File: src/rtl/core/thpm_pkg.sv
// Shared types, widths and codes of the track hit proximity matcher.
package thpm_pkg;

    localparam int FUNC_W   = 2;
    localparam int CUT_W    = 16;
    localparam int WCUT_W   = 17;
    localparam int CORR_W   = 17;
    localparam int QUAL_W   = 18;
    localparam int COUNT_W  = 5;
    localparam int LIMIT_W  = 8;
    localparam int TOTAL_W  = 8;
    localparam int AGE_W    = 4;
    localparam int DIV_NW   = 34;
    localparam int DIV_DW   = 20;
    localparam int DIV_CW   = 6;
    localparam int SQ_W     = 36;
    localparam int ROOT_W   = 18;
    localparam int SQ_CW    = 5;
    localparam int ADDR_W   = 5;
    localparam int DATA_W   = 32;

    localparam logic [QUAL_W-1:0] QMAX = 18'h3FFFF;
    localparam logic [TOTAL_W-1:0] TOTAL_MAX = 8'hFF;

    localparam logic [FUNC_W-1:0] FUNC_CLEAR  = 2'd0;
    localparam logic [FUNC_W-1:0] FUNC_APPEND = 2'd1;
    localparam logic [FUNC_W-1:0] FUNC_TEST   = 2'd2;
    localparam logic [FUNC_W-1:0] FUNC_NOP    = 2'd3;

    localparam logic [2:0] REG_X_CUT         = 3'd0;
    localparam logic [2:0] REG_Y_CUT         = 3'd1;
    localparam logic [2:0] REG_Z_CUT         = 3'd2;
    localparam logic [2:0] REG_COMPARE_COUNT = 3'd3;
    localparam logic [2:0] REG_COMPARE_LIMIT = 3'd4;

    localparam logic [1:0] AXIS_X = 2'd0;
    localparam logic [1:0] AXIS_Y = 2'd1;
    localparam logic [1:0] AXIS_Z = 2'd2;

endpackage

File: src/rtl/core/thpm_div.sv
// Restoring divider, one quotient bit per cycle.
module thpm_div (
    input  logic                        clk,
    input  logic                        rst_n,
    input  logic                        start,
    input  logic [thpm_pkg::DIV_NW-1:0] num,
    input  logic [thpm_pkg::DIV_DW-1:0] den,
    output logic                        done,
    output logic [thpm_pkg::DIV_NW-1:0] quo
);
    import thpm_pkg::*;

    logic [DIV_NW-1:0] q_reg, q_next;
    logic [DIV_DW:0]   rem_reg, rem_next, rem_sh;
    logic [DIV_DW-1:0] den_reg;
    logic [DIV_CW-1:0] cnt_reg, cnt_next;
    logic              busy_reg, busy_next;
    logic              done_reg, done_next;
    logic              fits;

    always_comb
    begin
        rem_sh    = {rem_reg[DIV_DW-1:0], q_reg[DIV_NW-1]};
        fits      = rem_sh >= {1'b0, den_reg};
        q_next    = q_reg;
        rem_next  = rem_reg;
        cnt_next  = cnt_reg;
        busy_next = busy_reg;
        done_next = 1'b0;
        if (start)
        begin
            q_next    = num;
            rem_next  = '0;
            cnt_next  = DIV_CW'(DIV_NW - 1);
            busy_next = 1'b1;
        end
        else if (busy_reg)
        begin
            rem_next = fits ? rem_sh - {1'b0, den_reg} : rem_sh;
            q_next   = {q_reg[DIV_NW-2:0], fits};
            if (cnt_reg == '0)
            begin
                busy_next = 1'b0;
                done_next = 1'b1;
            end
            else
            begin
                cnt_next = cnt_reg - 1'b1;
            end
        end
    end

    always_ff @(posedge clk or negedge rst_n)
    begin
        if (!rst_n)
        begin
            busy_reg <= 1'b0;
            done_reg <= 1'b0;
            cnt_reg  <= '0;
        end
        else
        begin
            busy_reg <= busy_next;
            done_reg <= done_next;
            cnt_reg  <= cnt_next;
        end
    end

    always_ff @(posedge clk)
    begin
        q_reg   <= q_next;
        rem_reg <= rem_next;
        if (start)
            den_reg <= den;
    end

    assign done = done_reg;
    assign quo  = q_reg;

endmodule

File: config.mk
export PLATFORM = sky130hd
export DESIGN_NAME = thpm_div
export DESIGN_NICKNAME = d
export VERILOG_FILES = /design/src/rtl/core/thpm_pkg.sv /design/src/rtl/core/thpm_div.sv
export SDC_FILE = /design/constraint.sdc
export NUM_CORES = 1
export LEC_CHECK = 0
export ABC_AREA = 0
export BUFFER_PORTS_ARGS = -buffer_cell sky130_fd_sc_hd__buf_2
export CAP_MARGIN = 20
export CORE_AREA = 5 5 100 102
export DETAILED_ROUTE_END_ITERATION = 8
export DIE_AREA = 0 0 105 107
export HOLD_SLACK_MARGIN = 0.05
export PLACE_DENSITY = 0.85
export SETUP_SLACK_MARGIN = 0.5
export SYNTH_ARGS = -nofsm -noshare
export SYNTH_HDL_FRONTEND = slang
export SYNTH_SLANG_ARGS = --single-unit
File: constraint.sdc
create_clock -name clk -period 2.51 [get_ports clk]
set_input_delay 0.3765 -clock clk [delete_from_list [all_inputs] [get_ports clk]]
set_output_delay 0.3765 -clock clk [all_outputs]
set_load 0.01 [all_outputs]
# After elaboration in Yosys (flattened, before gate mapping)
# Cells that the tools add are included.
[word_totals]
regBits = 82
out_inout_bits = 35
[classes]
addsub = 2
magnitude_cmp = 1
n_eq_ne = 1
muxes = 12
reduce_logical = 3
[ops]
columns = ["cell", "count"]
rows = [
  ["two-way mux 34 bit", 2],
  ["greater-or-equal comparator 21 x 20 -> 1 bit", 1],
  ["two-way mux 20 bit", 1],
  ["subtractor 20 bit", 1],
  ["two-way mux 6 bit", 3],
  ["zero test 6 bit", 1],
  ["two-way mux 1 bit", 6],
  ["subtractor 6 x 1 -> 6 bit, second input constant", 1],
  ["!= test 2 bit, second input constant", 1],
  ["AND reduction 2 bit", 1],
  ["nonzero test 2 bit", 1],
]

# Logic depth before layout (Yosys ltp)
[logic_depth]
ltp_word = 4
depth_mapped = 12
depth_no_buf = 10

# Least setup slack after synthesis
# No wires, ideal clock.
[synth_path]
kind = "flip-flop to flip-flop"
startpoint = "register den_reg[10]"
endpoint = "register q_reg[0], in the netlist quo[0], data pin"
setup_time_ns = 0.270
arrival_ns = 2.135
required_ns = 2.240
path_slack_ns = 0.105
path_stages_with_launch = 11
cell_sequence = "edfxtp_1 -> inv_1 -> ha_1 -> a21o_1 -> a21o_1 -> a221oi_2 -> a211oi_2 -> o22ai_1 -> buf_4 -> clkbuf_1 -> o21ai_0"
[synth_between]
elab_chain_cells = 3
[synth_rtl]
columns = ["item", "line", "text"]
rows = [
  ["from (decl)", "thpm_div.sv:15", "logic [DIV_DW-1:0] den_reg;"],
  ["from (signal assigned)", "thpm_div.sv:74", "den_reg <= den;"],
  ["greater-or-equal comparator 21 x 20 -> 1 bit", "thpm_div.sv:24", "fits = rem_sh >= {1'b0, den_reg};"],
  ["two-way mux 34 bit", "thpm_div.sv:37", "else if (busy_reg)"],
  ["two-way mux 34 bit", "thpm_div.sv:30", "if (start)"],
  ["net q_next[0]", "thpm_div.sv:13", "logic [DIV_NW-1:0] q_reg, q_next;"],
  ["to (signal assigned)", "thpm_div.sv:71", "q_reg <= q_next;"],
  ["to (decl)", "thpm_div.sv:13", ""],
]
# The timed path passes the listed nets, and every way through them passes these cells. The select of a mux whose other input is x is not followed.
# A chain may end at the register's enable or synchronous reset.

# Worst setup path in the final report
[layout_path]
startpoint = "register den_reg[0]"
endpoint = "register rem_reg[16]"
[layout_between]
elab_chain_cells = 2
elab_cells_between_ends = 3
[layout_rtl]
columns = ["item", "line", "text"]
rows = [
  ["subtractor 20 bit / greater-or-equal comparator 21 x 20 -> 1 bit (equally long branches)", "thpm_div.sv:39, thpm_div.sv:24", ""],
  ["two-way mux 20 bit *", "thpm_div.sv:39", "rem_next = fits ? rem_sh - {1'b0, den_reg} : rem_sh;"],
  ["to (signal assigned)", "thpm_div.sv:72", "rem_reg <= rem_next;"],
  ["to (decl)", "thpm_div.sv:14", "logic [DIV_DW:0] rem_reg, rem_next, rem_sh;"],
]
# Mark *: on every way between the ends. The rest lies on a longest branch, timed or not.

==> impl_metrics.ini <==
[clock_tree]
cts_tree = done
cts_inserted_buffers = 9
clk_latency_ns = 0.36
cts_sinks = 82
clockRootBuffer = clkbuf_8
clockBufferDepth = 2
clk_pin_slew_ns = 0.10
cts_max_level = 3

[min_path]
holdPathStages = 1
holdPathEnd = den_reg[18]$_DFFE_PP_
hp-class = in2reg
min-delay-start = den[18]

[timing]
finClkSkew_ns = 0.0110
fin_ws_ns = -0.00581
rsz0062_at_grt = yes
slew_headroom_pct = 53.3
fmax_mhz = 397
hold_viol_final = 0
drv_slew = 0
hold_ws_ns = 0.181
tightest_slew_ns = 0.701
period_share_pct = 100
period_needed_ns = 2.52
setup_viol = 1

[route]
vias = 3620
drcViolationCount = 0
wirelength_mm = 11.7
wl_per_cell_um = 18.8
dr.pass1.iters = 5
vias_per_cell = 5.81
drt_iter0_drc = 278
ant_nets = 0

[power]
swShare_pct = 31.2
power_per_cell_area_nw_per_um2 = 636
p_int_mw = 2.57
pwr-share-clk_pct = 28.2
combPwrFrac_pct = 25.1
ir_worst_vdd_mv = 0.481
p_leak_nw = 2.59
p_seq_share_pct = 46.7
p_switching_mw = 1.16

[status]
outcome = finished, violations left
violations = setup timing

[final_layout]
multiInputGateArea_um2 = 2350
fin_area_um2 = 5870
largest_register_ffs = 34
areaGrowthSynthToFinish_pct = 35.2
diodes = 0
regArea_um2 = 2220
final_layout_size_suffix_gt1_share_pct = 47.7
fill_cells = 643
layout.nets = 587

[synth]
synth_cells = 377
ys_seq_area_share_pct = 51.2
yosys_warnings = 0
synth_nets = 457
async_flop_share_pct = 9.76
yosys_register_bits = 82
synth_top_area_share_pct = 37.4
yosysUniqueCellTypes = 58
synthFlopType = edfxtp_1
yosys.area.top_type = edfxtp_1
synth.area.top_cells = edfxtp_1, dfxtp_1, mux2_2, ha_1, dfrtp_1
syn_area_um2 = 4340
synth_enable_flop_cells = 54
avgSynthCellArea_um2 = 11.5

[grt]
grt_pass1_wl_mm = 17.8
grt_pass1_vias = 3782
antenna_found_initial = 0
grt_max_degree = 39
grt_use_total_pct = 19.3
grt_overflow = 0

[worst_setup_path]
r2r_slack_ns = -0.006
cp_max_fo = 3
critPathKind = reg2reg
worstReg2RegEnd = rem_reg[16]$_SDFFE_PP0P_
rr_startpoint = den_reg[0]$_DFFE_PP_
worstRegToRegCells = 9
crit_path_end_kind = flop
crit_arrival_ns = 2.82
required_ns = 2.81
start_kind = flop

[placed_design]
hpwl_mm = 7.38
place_area_um2 = 5120
place_congestion = 0.930
place.port_buffers = 91

[run]
drv_cap = 0

[floorplan]
core-area_um2 = 9020
die_area_um2 = 11200
fp.dieH_um = 107
floorplan.initialDensity_pct = 48.1
rows = 35
ios = 92
die_w_um = 105
==> worst max-delay path by stage <==
stage | start | endpoint | slack, ns | cells after the start
2_1_floorplan | den_reg[10]$_DFFE_PP_ | rem_reg[0]$_SDFFE_PP0P_ | 0.20 | 10
3_3_place_gp | den_reg[2]$_DFFE_PP_ | rem_reg[16]$_SDFFE_PP0P_ | 0.08 | 10
3_5_place_dp | den_reg[5]$_DFFE_PP_ | rem_reg[16]$_SDFFE_PP0P_ | -0.01 | 10
4_1_cts | den_reg[1]$_DFFE_PP_ | rem_reg[0]$_SDFFE_PP0P_ | 0.04 | 11
5_1_grt | den_reg[1]$_DFFE_PP_ | rem_reg[5]$_SDFFE_PP0P_ | -0.12 | 12
6_report | den_reg[0]$_DFFE_PP_ | rem_reg[16]$_SDFFE_PP0P_ | -0.006 | 9
==> synthesized netlist by cell type, drive strengths merged (3+ instances only) <==
master  number
o21bai       3
or3          3
nor3         3
o21ai       18
mux2i        7
and3         4
a21o        10
buf          3
a211o        3
dfxtp       20
nand3        8
a211oi       8
clkbuf      15
ha          22
mux2        35
nand2b       5
edfxtp      54
dfrtp        8
nor4b        3
nand2       18
a21oi       16
nor2        23
xor2         7
o31ai        5
inv         25
xnor2        9
a32oi        6
==> worst max-delay path: stages, from the launching register on <==
cell	delay, ns
edfxtp_1	0.43
ha_4	0.19
fa_2	0.38
nor2b_4	0.15
o21bai_1	0.08
a21boi_1	0.23
o41a_1	0.26
a311oi_2	0.14
or4_4	0.50
nand3_2	0.08
==> metrics by stage <==
step                      power [mW]   TNS, ns  util, %  setup WS (ns)  cells
after floorplan                 2.26         0        -          0.196    377
after global placement          2.51         0     56.7         0.0777    583
after detailed placement        2.55   -0.0230     56.7        -0.0147    583
after CTS                       3.66         0     62.1         0.0411    615
after global routing            3.91    -0.592     65.0         -0.120    623
final                           3.73  -0.00581     65.0       -0.00581    623
==> cells by family (layout without fill, tap and decap cells) <==
group	after synthesis	after routing	share of synthesized area, %
adders and majority gates	23	23	6.81
xor gates and xnor gates	16	16	3.23
muxes	42	42	10.7
and+or+nand+nor	83	83	9.86
AOI/OAI and AO/OA	88	88	14.2
buffers and inverters	43	178	3.95
DFF	82	82	51.2
==> cell type report <==
class                           instances  share of cell area (%)
Tap cell                              111                    2.37
Timing Repair Buffer                  137                    14.4
Sequential cell                        82                    37.9
Clock buffer                            9                    2.11
Inverter                               25                    1.60
Clock inverter                          7                    1.58
Multi-Input combinational cell        252                    40.0
==> metal layers <==
metal  global-route usage (%)  part of all wire (%)  vias up
li1                         -                     -     1668
met4                     5.39                   3.1        0
met2                     34.4                    50      173
met3                     6.50                   7.3       36
met1                     22.1                    39     1743
met5                        0                     0        -
==> cells in the final DEF (no fill, tap or decap), types with 7 or more instances in the layout <==
master / count
clkbuf_8: 9
ha_4: 12
mux2i_1: 7
a21oi_1: 12
a21o_1: 10
xnor2_1: 9
mux2_2: 34
inv_1: 19
o21ai_0: 8
o21ai_1: 7
buf_2: 91
xor2_1: 7
ha_1: 10
dfxtp_1: 19
nand2_1: 15
dfrtp_1: 8
buf_4: 38
nor2_1: 21
edfxtp_1: 54
==> power groups by stage <==
stage / Combinational, mW / Clock (mW) / Sequential (mW)
2_1_floorplan: 0.477 / 0 / 1.78
3_3_place_gp: 0.759 / 0 / 1.75
3_5_place_dp: 0.788 / 0 / 1.76
4_1_cts: 0.855 / 1.07 / 1.74
5_1_grt: 1.01 / 1.13 / 1.77
6_report: 0.934 / 1.05 / 1.74
==> repair_timing <==
action                                 4_1_cts  5_1_grt
gates resized for setup                     31       36
buffers inserted                            15        8
endpoints found under the hold margin        8        0
setup endpoints to repair                   22       23
gates cloned                                 0        0
hold buffers                                 1        0
pin swaps                                   19       21
(Power assumes the default switching activity.)
