File: src/rtl/core/thpm_pkg.sv
// Shared types, widths and codes of the track hit proximity matcher.
package thpm_pkg;

    localparam int FUNC_W   = 2;
    localparam int CUT_W    = 16;
    localparam int WCUT_W   = 17;
    localparam int CORR_W   = 17;
    localparam int QUAL_W   = 18;
    localparam int COUNT_W  = 5;
    localparam int LIMIT_W  = 8;
    localparam int TOTAL_W  = 8;
    localparam int AGE_W    = 4;
    localparam int DIV_NW   = 34;
    localparam int DIV_DW   = 20;
    localparam int DIV_CW   = 6;
    localparam int SQ_W     = 36;
    localparam int ROOT_W   = 18;
    localparam int SQ_CW    = 5;
    localparam int ADDR_W   = 5;
    localparam int DATA_W   = 32;

    localparam logic [QUAL_W-1:0] QMAX = 18'h3FFFF;
    localparam logic [TOTAL_W-1:0] TOTAL_MAX = 8'hFF;

    localparam logic [FUNC_W-1:0] FUNC_CLEAR  = 2'd0;
    localparam logic [FUNC_W-1:0] FUNC_APPEND = 2'd1;
    localparam logic [FUNC_W-1:0] FUNC_TEST   = 2'd2;
    localparam logic [FUNC_W-1:0] FUNC_NOP    = 2'd3;

    localparam logic [2:0] REG_X_CUT         = 3'd0;
    localparam logic [2:0] REG_Y_CUT         = 3'd1;
    localparam logic [2:0] REG_Z_CUT         = 3'd2;
    localparam logic [2:0] REG_COMPARE_COUNT = 3'd3;
    localparam logic [2:0] REG_COMPARE_LIMIT = 3'd4;

    localparam logic [1:0] AXIS_X = 2'd0;
    localparam logic [1:0] AXIS_Y = 2'd1;
    localparam logic [1:0] AXIS_Z = 2'd2;

endpackage

File: src/rtl/core/thpm_sqrt.sv
// Truncating integer square root, one root bit per cycle.
module thpm_sqrt (
    input  logic                        clk,
    input  logic                        rst_n,
    input  logic                        start,
    input  logic [thpm_pkg::SQ_W-1:0]   rad,
    output logic                        done,
    output logic [thpm_pkg::ROOT_W-1:0] root
);
    import thpm_pkg::*;

    logic [SQ_W-1:0]   rad_reg, rad_next;
    logic [ROOT_W+1:0] rem_reg, rem_next, rem_sh, trial;
    logic [ROOT_W-1:0] root_reg, root_next;
    logic [SQ_CW-1:0]  cnt_reg, cnt_next;
    logic              busy_reg, busy_next;
    logic              done_reg, done_next;
    logic              fits;

    always_comb
    begin
        rem_sh    = {rem_reg[ROOT_W-1:0], rad_reg[SQ_W-1:SQ_W-2]};
        trial     = {root_reg, 2'b01};
        fits      = rem_sh >= trial;
        rad_next  = rad_reg;
        rem_next  = rem_reg;
        root_next = root_reg;
        cnt_next  = cnt_reg;
        busy_next = busy_reg;
        done_next = 1'b0;
        if (start)
        begin
            rad_next  = rad;
            rem_next  = '0;
            root_next = '0;
            cnt_next  = SQ_CW'(ROOT_W - 1);
            busy_next = 1'b1;
        end
        else if (busy_reg)
        begin
            rad_next  = {rad_reg[SQ_W-3:0], 2'b00};
            rem_next  = fits ? rem_sh - trial : rem_sh;
            root_next = {root_reg[ROOT_W-2:0], fits};
            if (cnt_reg == '0)
            begin
                busy_next = 1'b0;
                done_next = 1'b1;
            end
            else
            begin
                cnt_next = cnt_reg - 1'b1;
            end
        end
    end

    always_ff @(posedge clk or negedge rst_n)
    begin
        if (!rst_n)
        begin
            busy_reg <= 1'b0;
            done_reg <= 1'b0;
            cnt_reg  <= '0;
        end
        else
        begin
            busy_reg <= busy_next;
            done_reg <= done_next;
            cnt_reg  <= cnt_next;
        end
    end

    always_ff @(posedge clk)
    begin
        rad_reg  <= rad_next;
        rem_reg  <= rem_next;
        root_reg <= root_next;
    end

    assign done = done_reg;
    assign root = root_reg;

endmodule

File: config.mk
export PLATFORM = sky130hd
export DESIGN_NAME = thpm_sqrt
export DESIGN_NICKNAME = d
export VERILOG_FILES = /design/src/rtl/core/thpm_pkg.sv /design/src/rtl/core/thpm_sqrt.sv
export SDC_FILE = /design/constraint.sdc
export NUM_CORES = 1
export LEC_CHECK = 0
export ABC_AREA = 1
export BUFFER_PORTS_ARGS = -buffer_cell sky130_fd_sc_hd__buf_4
export CORE_ASPECT_RATIO = 0.9
export CORE_UTILIZATION = 35
export CTS_CLUSTER_DIAMETER = 100
export DETAILED_ROUTE_END_ITERATION = 7
export GPL_ROUTABILITY_DRIVEN = 0
export PLACE_DENSITY = 0.51
export SETUP_SLACK_MARGIN = 0.02
export SLEW_MARGIN = 15
export SYNTH_ARGS = -nofsm -noshare
export SYNTH_HDL_FRONTEND = slang
export SYNTH_SLANG_ARGS = --single-unit
File: constraint.sdc
create_clock -name clk -period 3.1 [get_ports clk]
set_input_delay 0.31 -clock clk [delete_from_list [all_inputs] [get_ports clk]]
set_output_delay 0.31 -clock clk [all_outputs]
set_load 0.02 [all_outputs]
# == Word-level counts from Yosys, hierarchy flattened ==
# Index checks and enable logic that the tools add are counted.
# totals
register_bits,79
latchBits,0
ram_bits,0
rom_bits,0
inputBits,39
output_inout_bits,19
word_cells,25
memories,0
# classes
n_addsub,2
n_mul,0
n_div,0
magnitude_cmp,1
eq_ne,1
shift,0
n_mux,12
n_bitwise,0
n_reduce_logical,3
# op_table
cell,n
36-bit two-way mux,2
20-bit greater-or-equal comparator,1
18-bit two-way mux,1
18-bit subtractor,1
5-bit two-way mux,3
1-bit two-way mux,6
5-bit zero test,1
5-bit by 1-bit subtractor with 5-bit output (second input constant),1
2-bit != test (second input constant),1
2-bit AND reduction,1
2-bit nonzero test,1

# == Logic depth before layout (Yosys ltp) ==
# Gate-level depths: netlist of run 1.
# depth
word_depth,4
mapped_depth,15
depth_no_buf,15

# == Worst setup path before layout of run 1 ==
# No wires, ideal clock.
# synth_path
path_kind,input -> register
from,input port start
to,"register rad_reg[0], enable pin"
setup_ns,0.415
arrival_ns,1.820
required_time_ns,2.685
setup_slack_ns,0.866
path_stages,4
n_path_buf,2
cell_sequence,buf_2 nor2_1 inv_1 clkbuf_1
# synth_via
elab_chain_len,1
# synth_rtl
item,line,text
"start, declared",thpm_sqrt.sv:5,"input logic start,"
2-bit nonzero test (no line),-,
"end signal, assigned",thpm_sqrt.sv:74,rad_reg <= rad_next;
"end, declared",thpm_sqrt.sv:12,"logic [SQ_W-1:0] rad_reg, rad_next;"
# No other way between the ends.
# A chain may end at the register's enable or synchronous reset.

# == Final worst setup path of run 1 ==
# layout_path
from,register rem_reg[8]
to,register rem_reg[4]
# layout_via
elab_chain_len,2
# layout_rtl
item,line,text
"start, declared",thpm_sqrt.sv:13,"logic [ROOT_W+1:0] rem_reg, rem_next, rem_sh, trial;"
"start signal, assigned",thpm_sqrt.sv:75,rem_reg <= rem_next;
20-bit greater-or-equal comparator,thpm_sqrt.sv:24,fits = rem_sh >= trial;
18-bit two-way mux,thpm_sqrt.sv:42,rem_next = fits ? rem_sh - trial : rem_sh;
# No other way between the ends.

==> reports/summary.log, run 1 <==
[global_routing] antenna violations before repair 0
[yosys] number of enable flip-flop cells after synthesis 36
[routing] total vias in the final route 3775
[die] I/O pin total 58
[setup_path] CP Max Fanout 16
[hold_path] WHS Path Cells 3
[global_routing] number of global-route vias before repair 3684
[hold_path] worst min-delay path category in -> reg
[routing] initial drt markers 156
[pwr] leakage power of the design 2.714 nW
[setup_path] start point of the critical path rem_reg[8]$_SDFFE_PP0P_
[cts] sink count of the clock tree 79
[layout] number of antenna diodes 0
[outcome] outcome finished, final reports clean
[setup_path] Critical Path AT 2.25 ns
[sta] setup total negative slack 0 ns
[cts] cell at the root of the clock tree sky130_fd_sc_hd__clkbuf_16
[die] number of standard-cell rows in the floorplan 38
[layout] Area Growth Syn to Fin 19.18%
[global_routing] pin count of the biggest net entering global routing 57
[global_routing] total overflow reported by the global router 0
[sta] Tcrit/Tclk final 65.59%
[setup_path] Worst setup SP type flop
[routing] number of design rule violations left after detail routing 0
[layout] max FFs per register 36
[routing] total iterations of the first detailed-routing run 4
[cts] number of levels the H-tree was split into 3
[yosys] share of synthesized registers carrying an async set or reset 8.861%
[routing] number of routed nets with antenna violations 0
[layout] Final nets 714
[flow_run] number of maximum-capacitance constraint violations 0
[die] core footprint 12220 sq um
[routing] Avg WL per Cell 12.71 um
[sta] relative max-transition margin 53.08%
[die] floorplan die height 108.9 um
[yosys] Syn Std Cell Area 4442 sq um
[setup_path] Worst Setup Path Type reg -> reg
[yosys] synthesized area per cell 7.465 sq um
[sta] post-route clock skew 0.007080 ns
[yosys] count of state elements after synthesis 79
[hold_path] Hold Crit Endpoint rad_reg[0]$_SDFFCE_PN0P_
[setup_path] required time reported for the critical path endpoint 3.32 ns
[yosys] Post-Synthesis Net Count 656
[die] area enclosed by the die boundary 13150 sq um
[layout] share of post-route cells with drive strength above 1 16.41%
[hold_path] origin of the worst min-delay path rad[0]
[layout] most common cell after layout, fill and taps aside sky130_fd_sc_hd__nand2_1
[cts] clock slew seen by the registers of the worst setup and hold paths 0.06 ns
[global_routing] combined global-route utilization of all metal layers 17.43%
[layout] leading cell types in the layout, fill and taps excluded sky130_fd_sc_hd__nand2_1 (244), sky130_fd_sc_hd__inv_1 (70), sky130_fd_sc_hd__buf_4 (61)
[yosys] gate count of the mapped netlist 595
[routing] post-detailed-routing wire length 10400 um
[die] Starting Density 36.35%
[sta] final setup vio count 0
[cts] total setup buffers inserted after CTS 0
[cts] clock tree buffer depth 2
[setup_path] endpoint of the most critical register-to-register path rem_reg[4]$_SDFFE_PP0P_
[setup_path] Worst Setup End Kind flop
[setup_path] R2R Setup Slk 1.07 ns
[sta] final number of max-transition violations 0
[sta] unrepaired setup endpoints after global routing false
[cts] insertion delay to the later sink of the worst-skew pair 0.34 ns
[sta] top achievable clock speed 0.4918 GHz
[cts] Inserted Clock Buffers 9
[yosys] Main synth FF type sky130_fd_sc_hd__edfxtp_1
[pwr] power density over cell area 929.2 nW/um^2
[pwr] peak supply drop 0.0003661 V
[sta] worst hold slack 0.2364 ns
[sta] count of endpoints failing hold in the final timing report 0
[sta] Least-Margin Pin Slew 0.7038 ns
[routing] number of vias per cell after detailed routing 4.615
[yosys] portion of the post-synthesis area used by sequential elements 44.51%
[global_routing] global-route wire length before repair 17680 um
[setup_path] FF-to-FF path depth 13
[placed_design] hpwl dp 7668 um
[yosys] total number of yosys warnings 0
[layout] fill cell count 1241
[sta] Min Clock Period, post-route 2.033 ns
[yosys] distinct cell type count after synthesis 34
[setup_path] r2r startpoint rem_reg[8]$_SDFFE_PP0P_
[placed_design] total of buffers placed on input and output ports 57
[die] die extent in x 120.7 um
[cts] clock tree from TritonCTS yes
## through the flow
stage                     std cells  setup slack [ns]  instance area, sq um  utilization (%)  power (W)
after floorplan                 595            0.8656                  4442                -   0.003421
after global placement          801             1.085                  5019            41.07   0.003957
after detailed placement        801             1.067                  5019            41.07   0.003951
after CTS                       818             1.061                  5294            43.32   0.004952
after global routing            818            0.8332                  5294            43.32   0.005379
final                           818             1.067                  5294            43.32   0.004919
## logic make-up (layout without fill, tap and decap cells)
group / count (synthesis) / after routing / synth area share [%]
AO/OA/AOI/OAI: 51 / 51 / 6.817
XOR/XNOR: 6 / 6 / 1.183
adder cells (fa/ha/maj): 22 / 22 / 6.197
flip-flops: 79 / 79 / 44.51
AND/OR/NAND/NOR: 341 / 341 / 32.62
buffers and inverters: 96 / 159 / 8.676
## cells in the mapped netlist (all sizes together) (3+ instances only)
| library cell | count | area [sq um] |
|---|---|---|
| dfxtp | 36 | 720.7 |
| edfxtp | 36 | 1081 |
| ha | 22 | 275.3 |
| nor2 | 37 | 156.4 |
| nand4 | 10 | 62.56 |
| nor3 | 3 | 26.28 |
| xor2 | 4 | 35.03 |
| nand3 | 36 | 200.2 |
| o21ai | 16 | 91.34 |
| dfrtp | 7 | 175.2 |
| clkbuf | 12 | 48.80 |
| o22ai | 18 | 112.6 |
| nand2 | 253 | 990.9 |
| inv | 81 | 304.1 |
| buf | 3 | 32.53 |
| a21oi | 16 | 91.34 |
## cell type report
class | count | area [sq um] | area share, %
multi-input cells | 420 | 2079 | 39.28
inverters | 81 | 304.0 | 5.743
well taps | 160 | 200.2 | 3.782
flip-flops and latches | 79 | 1977 | 37.34
clock buffers | 11 | 232.7 | 4.396
repair buffers | 62 | 467.9 | 8.840
clock inverters | 5 | 32.53 | 0.6145
## worst max-delay path by stage
| stage | cells past startpoint | end | slack [ns] |
|---|---|---|---|
| after floorplan | 4 | rad_reg[0]$_SDFFCE_PN0P_ | 0.87 |
| after CTS | 14 | rem_reg[17]$_SDFFE_PP0P_ | 1.06 |
| after global placement | 11 | rem_reg[13]$_SDFFE_PP0P_ | 1.08 |
| final | 13 | rem_reg[4]$_SDFFE_PP0P_ | 1.07 |
| after detailed placement | 12 | rem_reg[17]$_SDFFE_PP0P_ | 1.07 |
| after global routing | 12 | rem_reg[17]$_SDFFE_PP0P_ | 0.83 |
## critical path, stage by stage, from the launching register on
cell                      delay (ns)
sky130_fd_sc_hd__dfxtp_1        0.45
sky130_fd_sc_hd__ha_1           0.34
sky130_fd_sc_hd__nand2_1        0.10
sky130_fd_sc_hd__inv_2          0.05
sky130_fd_sc_hd__nand2_2        0.06
sky130_fd_sc_hd__inv_2          0.04
sky130_fd_sc_hd__nand2_1        0.08
sky130_fd_sc_hd__nor2_2         0.06
sky130_fd_sc_hd__nor2_4         0.22
sky130_fd_sc_hd__nand2_8        0.14
sky130_fd_sc_hd__nand2_2        0.16
sky130_fd_sc_hd__inv_2          0.08
sky130_fd_sc_hd__nand2_1        0.06
sky130_fd_sc_hd__nand3_1        0.07
## where the power goes
part / total, W / internal (W) / leakage (nW) / switching [W]
logic: 0.00249 / 0.000872 / 1.81 / 0.00162
clock network: 0.000967 / 0.000543 / 0.126 / 0.000424
registers: 0.00146 / 0.00132 / 0.775 / 0.000140
## what timing repair did
item,in CTS,in global routing
gates resized for setup,0,0
hold endpoints to repair,7,0
hold buffers,1,0
## routing by layer
metal / global-route usage [%] / share of wire (%) / wire [um]
met4: 6.966 / 2.0 / 206
met5: 0 / 0 / 0
met2: 27.79 / 44 / 4543
met3: 3.870 / 4.6 / 476
met1: 23.00 / 50 / 5168
No activity file was read; power rests on OpenSTA's default activity.
==> run 2, diff against run 1 <==
clock period = 1.9 ns   (was 3.1 ns; I/O delays follow)
==> run 2 against run 1 <==
  * Clock skew hardly changed
  * Sequential cell count did not move
  * Critical path depth shrank 3
  * Non-clock buffer count rose by 72
  * Clock power grew 83%
  * Sequential share of layout area is 5.4 points lower
  * Maximum frequency grew 9.8%
  * Sequential power increased by 66%
  * First-iteration DRC count rose by 33%
  * Highest routed layer unchanged
==> reports/summary.log, run 2 (same netlist as run 1, synthesis figures left out) <==
[pwr] power density over cell area 1557 nW/um^2 [+68%]
[layout] max FFs per register 36 [unchanged]
[flow_run] number of maximum-capacitance constraint violations 0 [unchanged]
[global_routing] number of global-route vias before repair 4061 [+10%]
[setup_path] Worst Setup Path Type reg -> reg
[sta] top achievable clock speed 0.5401 GHz [+9.8%]
[global_routing] antenna violations before repair 0 [unchanged]
[pwr] switching power 0.004147 W [+90%]
[cts] clock slew seen by the registers of the worst setup and hold paths 0.06 ns [about the same]
[routing] number of routed nets with antenna violations 0 [unchanged]
[global_routing] pin count of the biggest net entering global routing 45 [-21%]
[sta] final setup vio count 0 [unchanged]
[outcome] outcome finished, final reports clean
[placed_design] hpwl dp 8515 um [+11%]
[cts] clock tree from TritonCTS yes
[sta] post-route clock skew 0.007391 ns [+0.0003116 ns]
[global_routing] global-route wire length before repair 19060 um [+7.8%]
[cts] Inserted Clock Buffers 9 [unchanged]
[setup_path] Critical Path AT 2.08 ns [-0.17 ns]
[die] number of standard-cell rows in the floorplan 38 [unchanged]
[setup_path] required time reported for the critical path endpoint 2.13 ns [-1.19 ns]
[die] Starting Density 36.35% [unchanged]
[routing] post-detailed-routing wire length 11570 um [+11%]
[routing] Avg WL per Cell 12.98 um [+2.1%]
[routing] number of design rule violations left after detail routing 0 [unchanged]
[layout] number of antenna diodes 0 [unchanged]
[setup_path] Worst Setup End Kind flop
[pwr] combinational power share 57.1% [+6.5 points]
[global_routing] combined global-route utilization of all metal layers 18.85% [+1.4 points]
[sta] Tcrit/Tclk final 97.46% [+32 points]
[routing] initial drt markers 208 [+33%]
[die] floorplan die height 108.9 um [unchanged]
[setup_path] CP Max Fanout 8 [-8]
[cts] sink count of the clock tree 79 [unchanged]
[routing] total vias in the final route 4065 [+7.7%]
[cts] cell at the root of the clock tree sky130_fd_sc_hd__clkbuf_16
[pwr] internal portion of total power 0.005657 W [+110%]
[pwr] clock share of power 18.1% [-1.6 points]
[layout] area occupied by multi-input gates 2442 sq um [+17%]
[sta] Worst Slack Setup Final 0.04833 ns [-1.019 ns]
[sta] unrepaired setup endpoints after global routing true
[placed_design] total of buffers placed on input and output ports 57 [unchanged]
[pwr] proportion of power drawn by flip-flops and latches 24.8% [-5.0 points]
[pwr] fraction of power spent switching nets 42.29% [-2.0 points]
[hold_path] origin of the worst min-delay path rad[0]
[layout] Final nets 787 [+10%]
[layout] final standard cell area without fillers 6299 sq um [+19%]
[cts] insertion delay to the later sink of the worst-skew pair 0.34 ns [about the same]
[setup_path] R2R Setup Slk 0.05 ns [-1.02 ns]
[sta] relative max-transition margin 69.24% [+16 points]
[routing] number of vias per cell after detailed routing 4.562 [-1.1%]
[sta] Min Clock Period, post-route 1.852 ns [-0.1815 ns]
[placed_design] cell area after placement 5547 sq um [+11%]
[global_routing] total overflow reported by the global router 0 [unchanged]
[cts] clock tree buffer depth 2 [unchanged]
[pwr] post-layout power 0.009804 W [+99%]
[layout] Area Growth Syn to Fin 41.80%
[die] area enclosed by the die boundary 13150 sq um [unchanged]
[setup_path] start point of the critical path rem_reg[13]$_SDFFE_PP0P_
[routing] total iterations of the first detailed-routing run 5 [+1]
[pwr] peak supply drop 0.0006603 V [+80%]
[die] core footprint 12220 sq um [unchanged]
[cts] number of levels the H-tree was split into 3 [unchanged]
[layout] fill cell count 1165 [-6.1%]
[pwr] leakage power of the design 3.138 nW [+16%]
[die] I/O pin total 58 [unchanged]
[layout] leading cell types in the layout, fill and taps excluded sky130_fd_sc_hd__nand2_1 (225), sky130_fd_sc_hd__buf_4 (129), sky130_fd_sc_hd__inv_1 (62)
[setup_path] Worst setup SP type flop
[layout] share of post-route cells with drive strength above 1 36.94% [+21 points]
[die] die extent in x 120.7 um [unchanged]
[sta] Least-Margin Pin Slew 0.4613 ns [-0.2425 ns]
[sta] final number of max-transition violations 0 [unchanged]
[sta] count of endpoints failing hold in the final timing report 0 [unchanged]
[hold_path] worst min-delay path category in -> reg
[layout] most common cell after layout, fill and taps aside sky130_fd_sc_hd__nand2_1
[layout] Sequential cell area 2012 sq um [+1.8%]
[setup_path] r2r startpoint rem_reg[13]$_SDFFE_PP0P_
[placed_design] worst slack at placement -0.05537 ns [-1.122 ns]
==> run 2: cell count changes in the layout (fill, tap and decap cells not counted), sizes merged <==
| cell | delta |
|---|---|
| bufinv | +1 |
| nand2 | +1 |
| buf | +72 |
| inv | +1 |
| clkbuf | -2 |
==> run 2: per-stage QoR <==
step / cells / hold slack, ns / TNS, ns / util [%]
global route: 891 / 0.1103 / -0.3540 / 51.55
detailed placement: 865 / 0.008931 / -0.3622 / 45.39
global placement: 865 / 0.007760 / -0.3157 / 45.39
finish: 891 / 0.1115 / 0 / 51.55
CTS: 886 / 0.08940 / 0 / 49.40
floorplan: 595 / -0.1056 / 0 / -
==> run 2: critical path, stage by stage, from the launching register on <==
cell and delay, ns:
sky130_fd_sc_hd__dfxtp_2 0.35, sky130_fd_sc_hd__ha_4 0.27, sky130_fd_sc_hd__a21oi_1 0.18, sky130_fd_sc_hd__nand2_2 0.10
sky130_fd_sc_hd__nand2_2 0.06, sky130_fd_sc_hd__nand2_2 0.06, sky130_fd_sc_hd__nor2_4 0.23, sky130_fd_sc_hd__nand2_8 0.12
sky130_fd_sc_hd__or2_1 0.25, sky130_fd_sc_hd__nand3_2 0.07, sky130_fd_sc_hd__nand2_1 0.06
==> run 2: worst paths after layout <==
check                                           endpoint  cells after the start
worst max-delay path            rem_reg[11]$_SDFFE_PP0P_                     10
worst min-delay path            rad_reg[0]$_SDFFCE_PN0P_                      3
worst max register to register  rem_reg[11]$_SDFFE_PP0P_                     10
worst min register to register    cnt_reg[4]$_DFFE_PN0P_                      1
max in group asynchronous         cnt_reg[4]$_DFFE_PN0P_                      2
min in group asynchronous         cnt_reg[2]$_DFFE_PN0P_                      2
==> run 2: per-layer routing <==
layer / routed length, um / GRT usage [%]
met1: 5754 / 25.46
met2: 5273 / 30.05
met3: 415 / 4.393
met4: 123 / 5.644
met5: 0 / 0
==> run 2: final cells by class <==
cell class | count | share of cell area (%)
clock buffer | 9 | 3.576
inverter | 81 | 4.867
clock inverter | 7 | 1.271
sequential | 79 | 31.94
tap | 160 | 3.178
timing repair buffer | 134 | 16.39
multi-input combinational | 421 | 38.78
==> run 2: power groups by stage <==
stage                     Combinational [W]  Sequential [W]  Clock (W)
after floorplan                     0.00325         0.00236          0
after global placement              0.00469         0.00239          0
after detailed placement            0.00472         0.00240          0
after CTS                           0.00501         0.00239    0.00184
after global routing                0.00627         0.00247    0.00191
final                               0.00560         0.00243    0.00177
==> run 2: timing repair <==
item | 4_1_cts | 5_1_grt
gates cloned | 1 | 0
buffers inserted | 3 | 5
resized for setup | 19 | 63
setup endpoints to repair | 16 | 19
hold buffers | 1 | 0
hold endpoints to repair | 7 | 0
pin swaps | 11 | 31
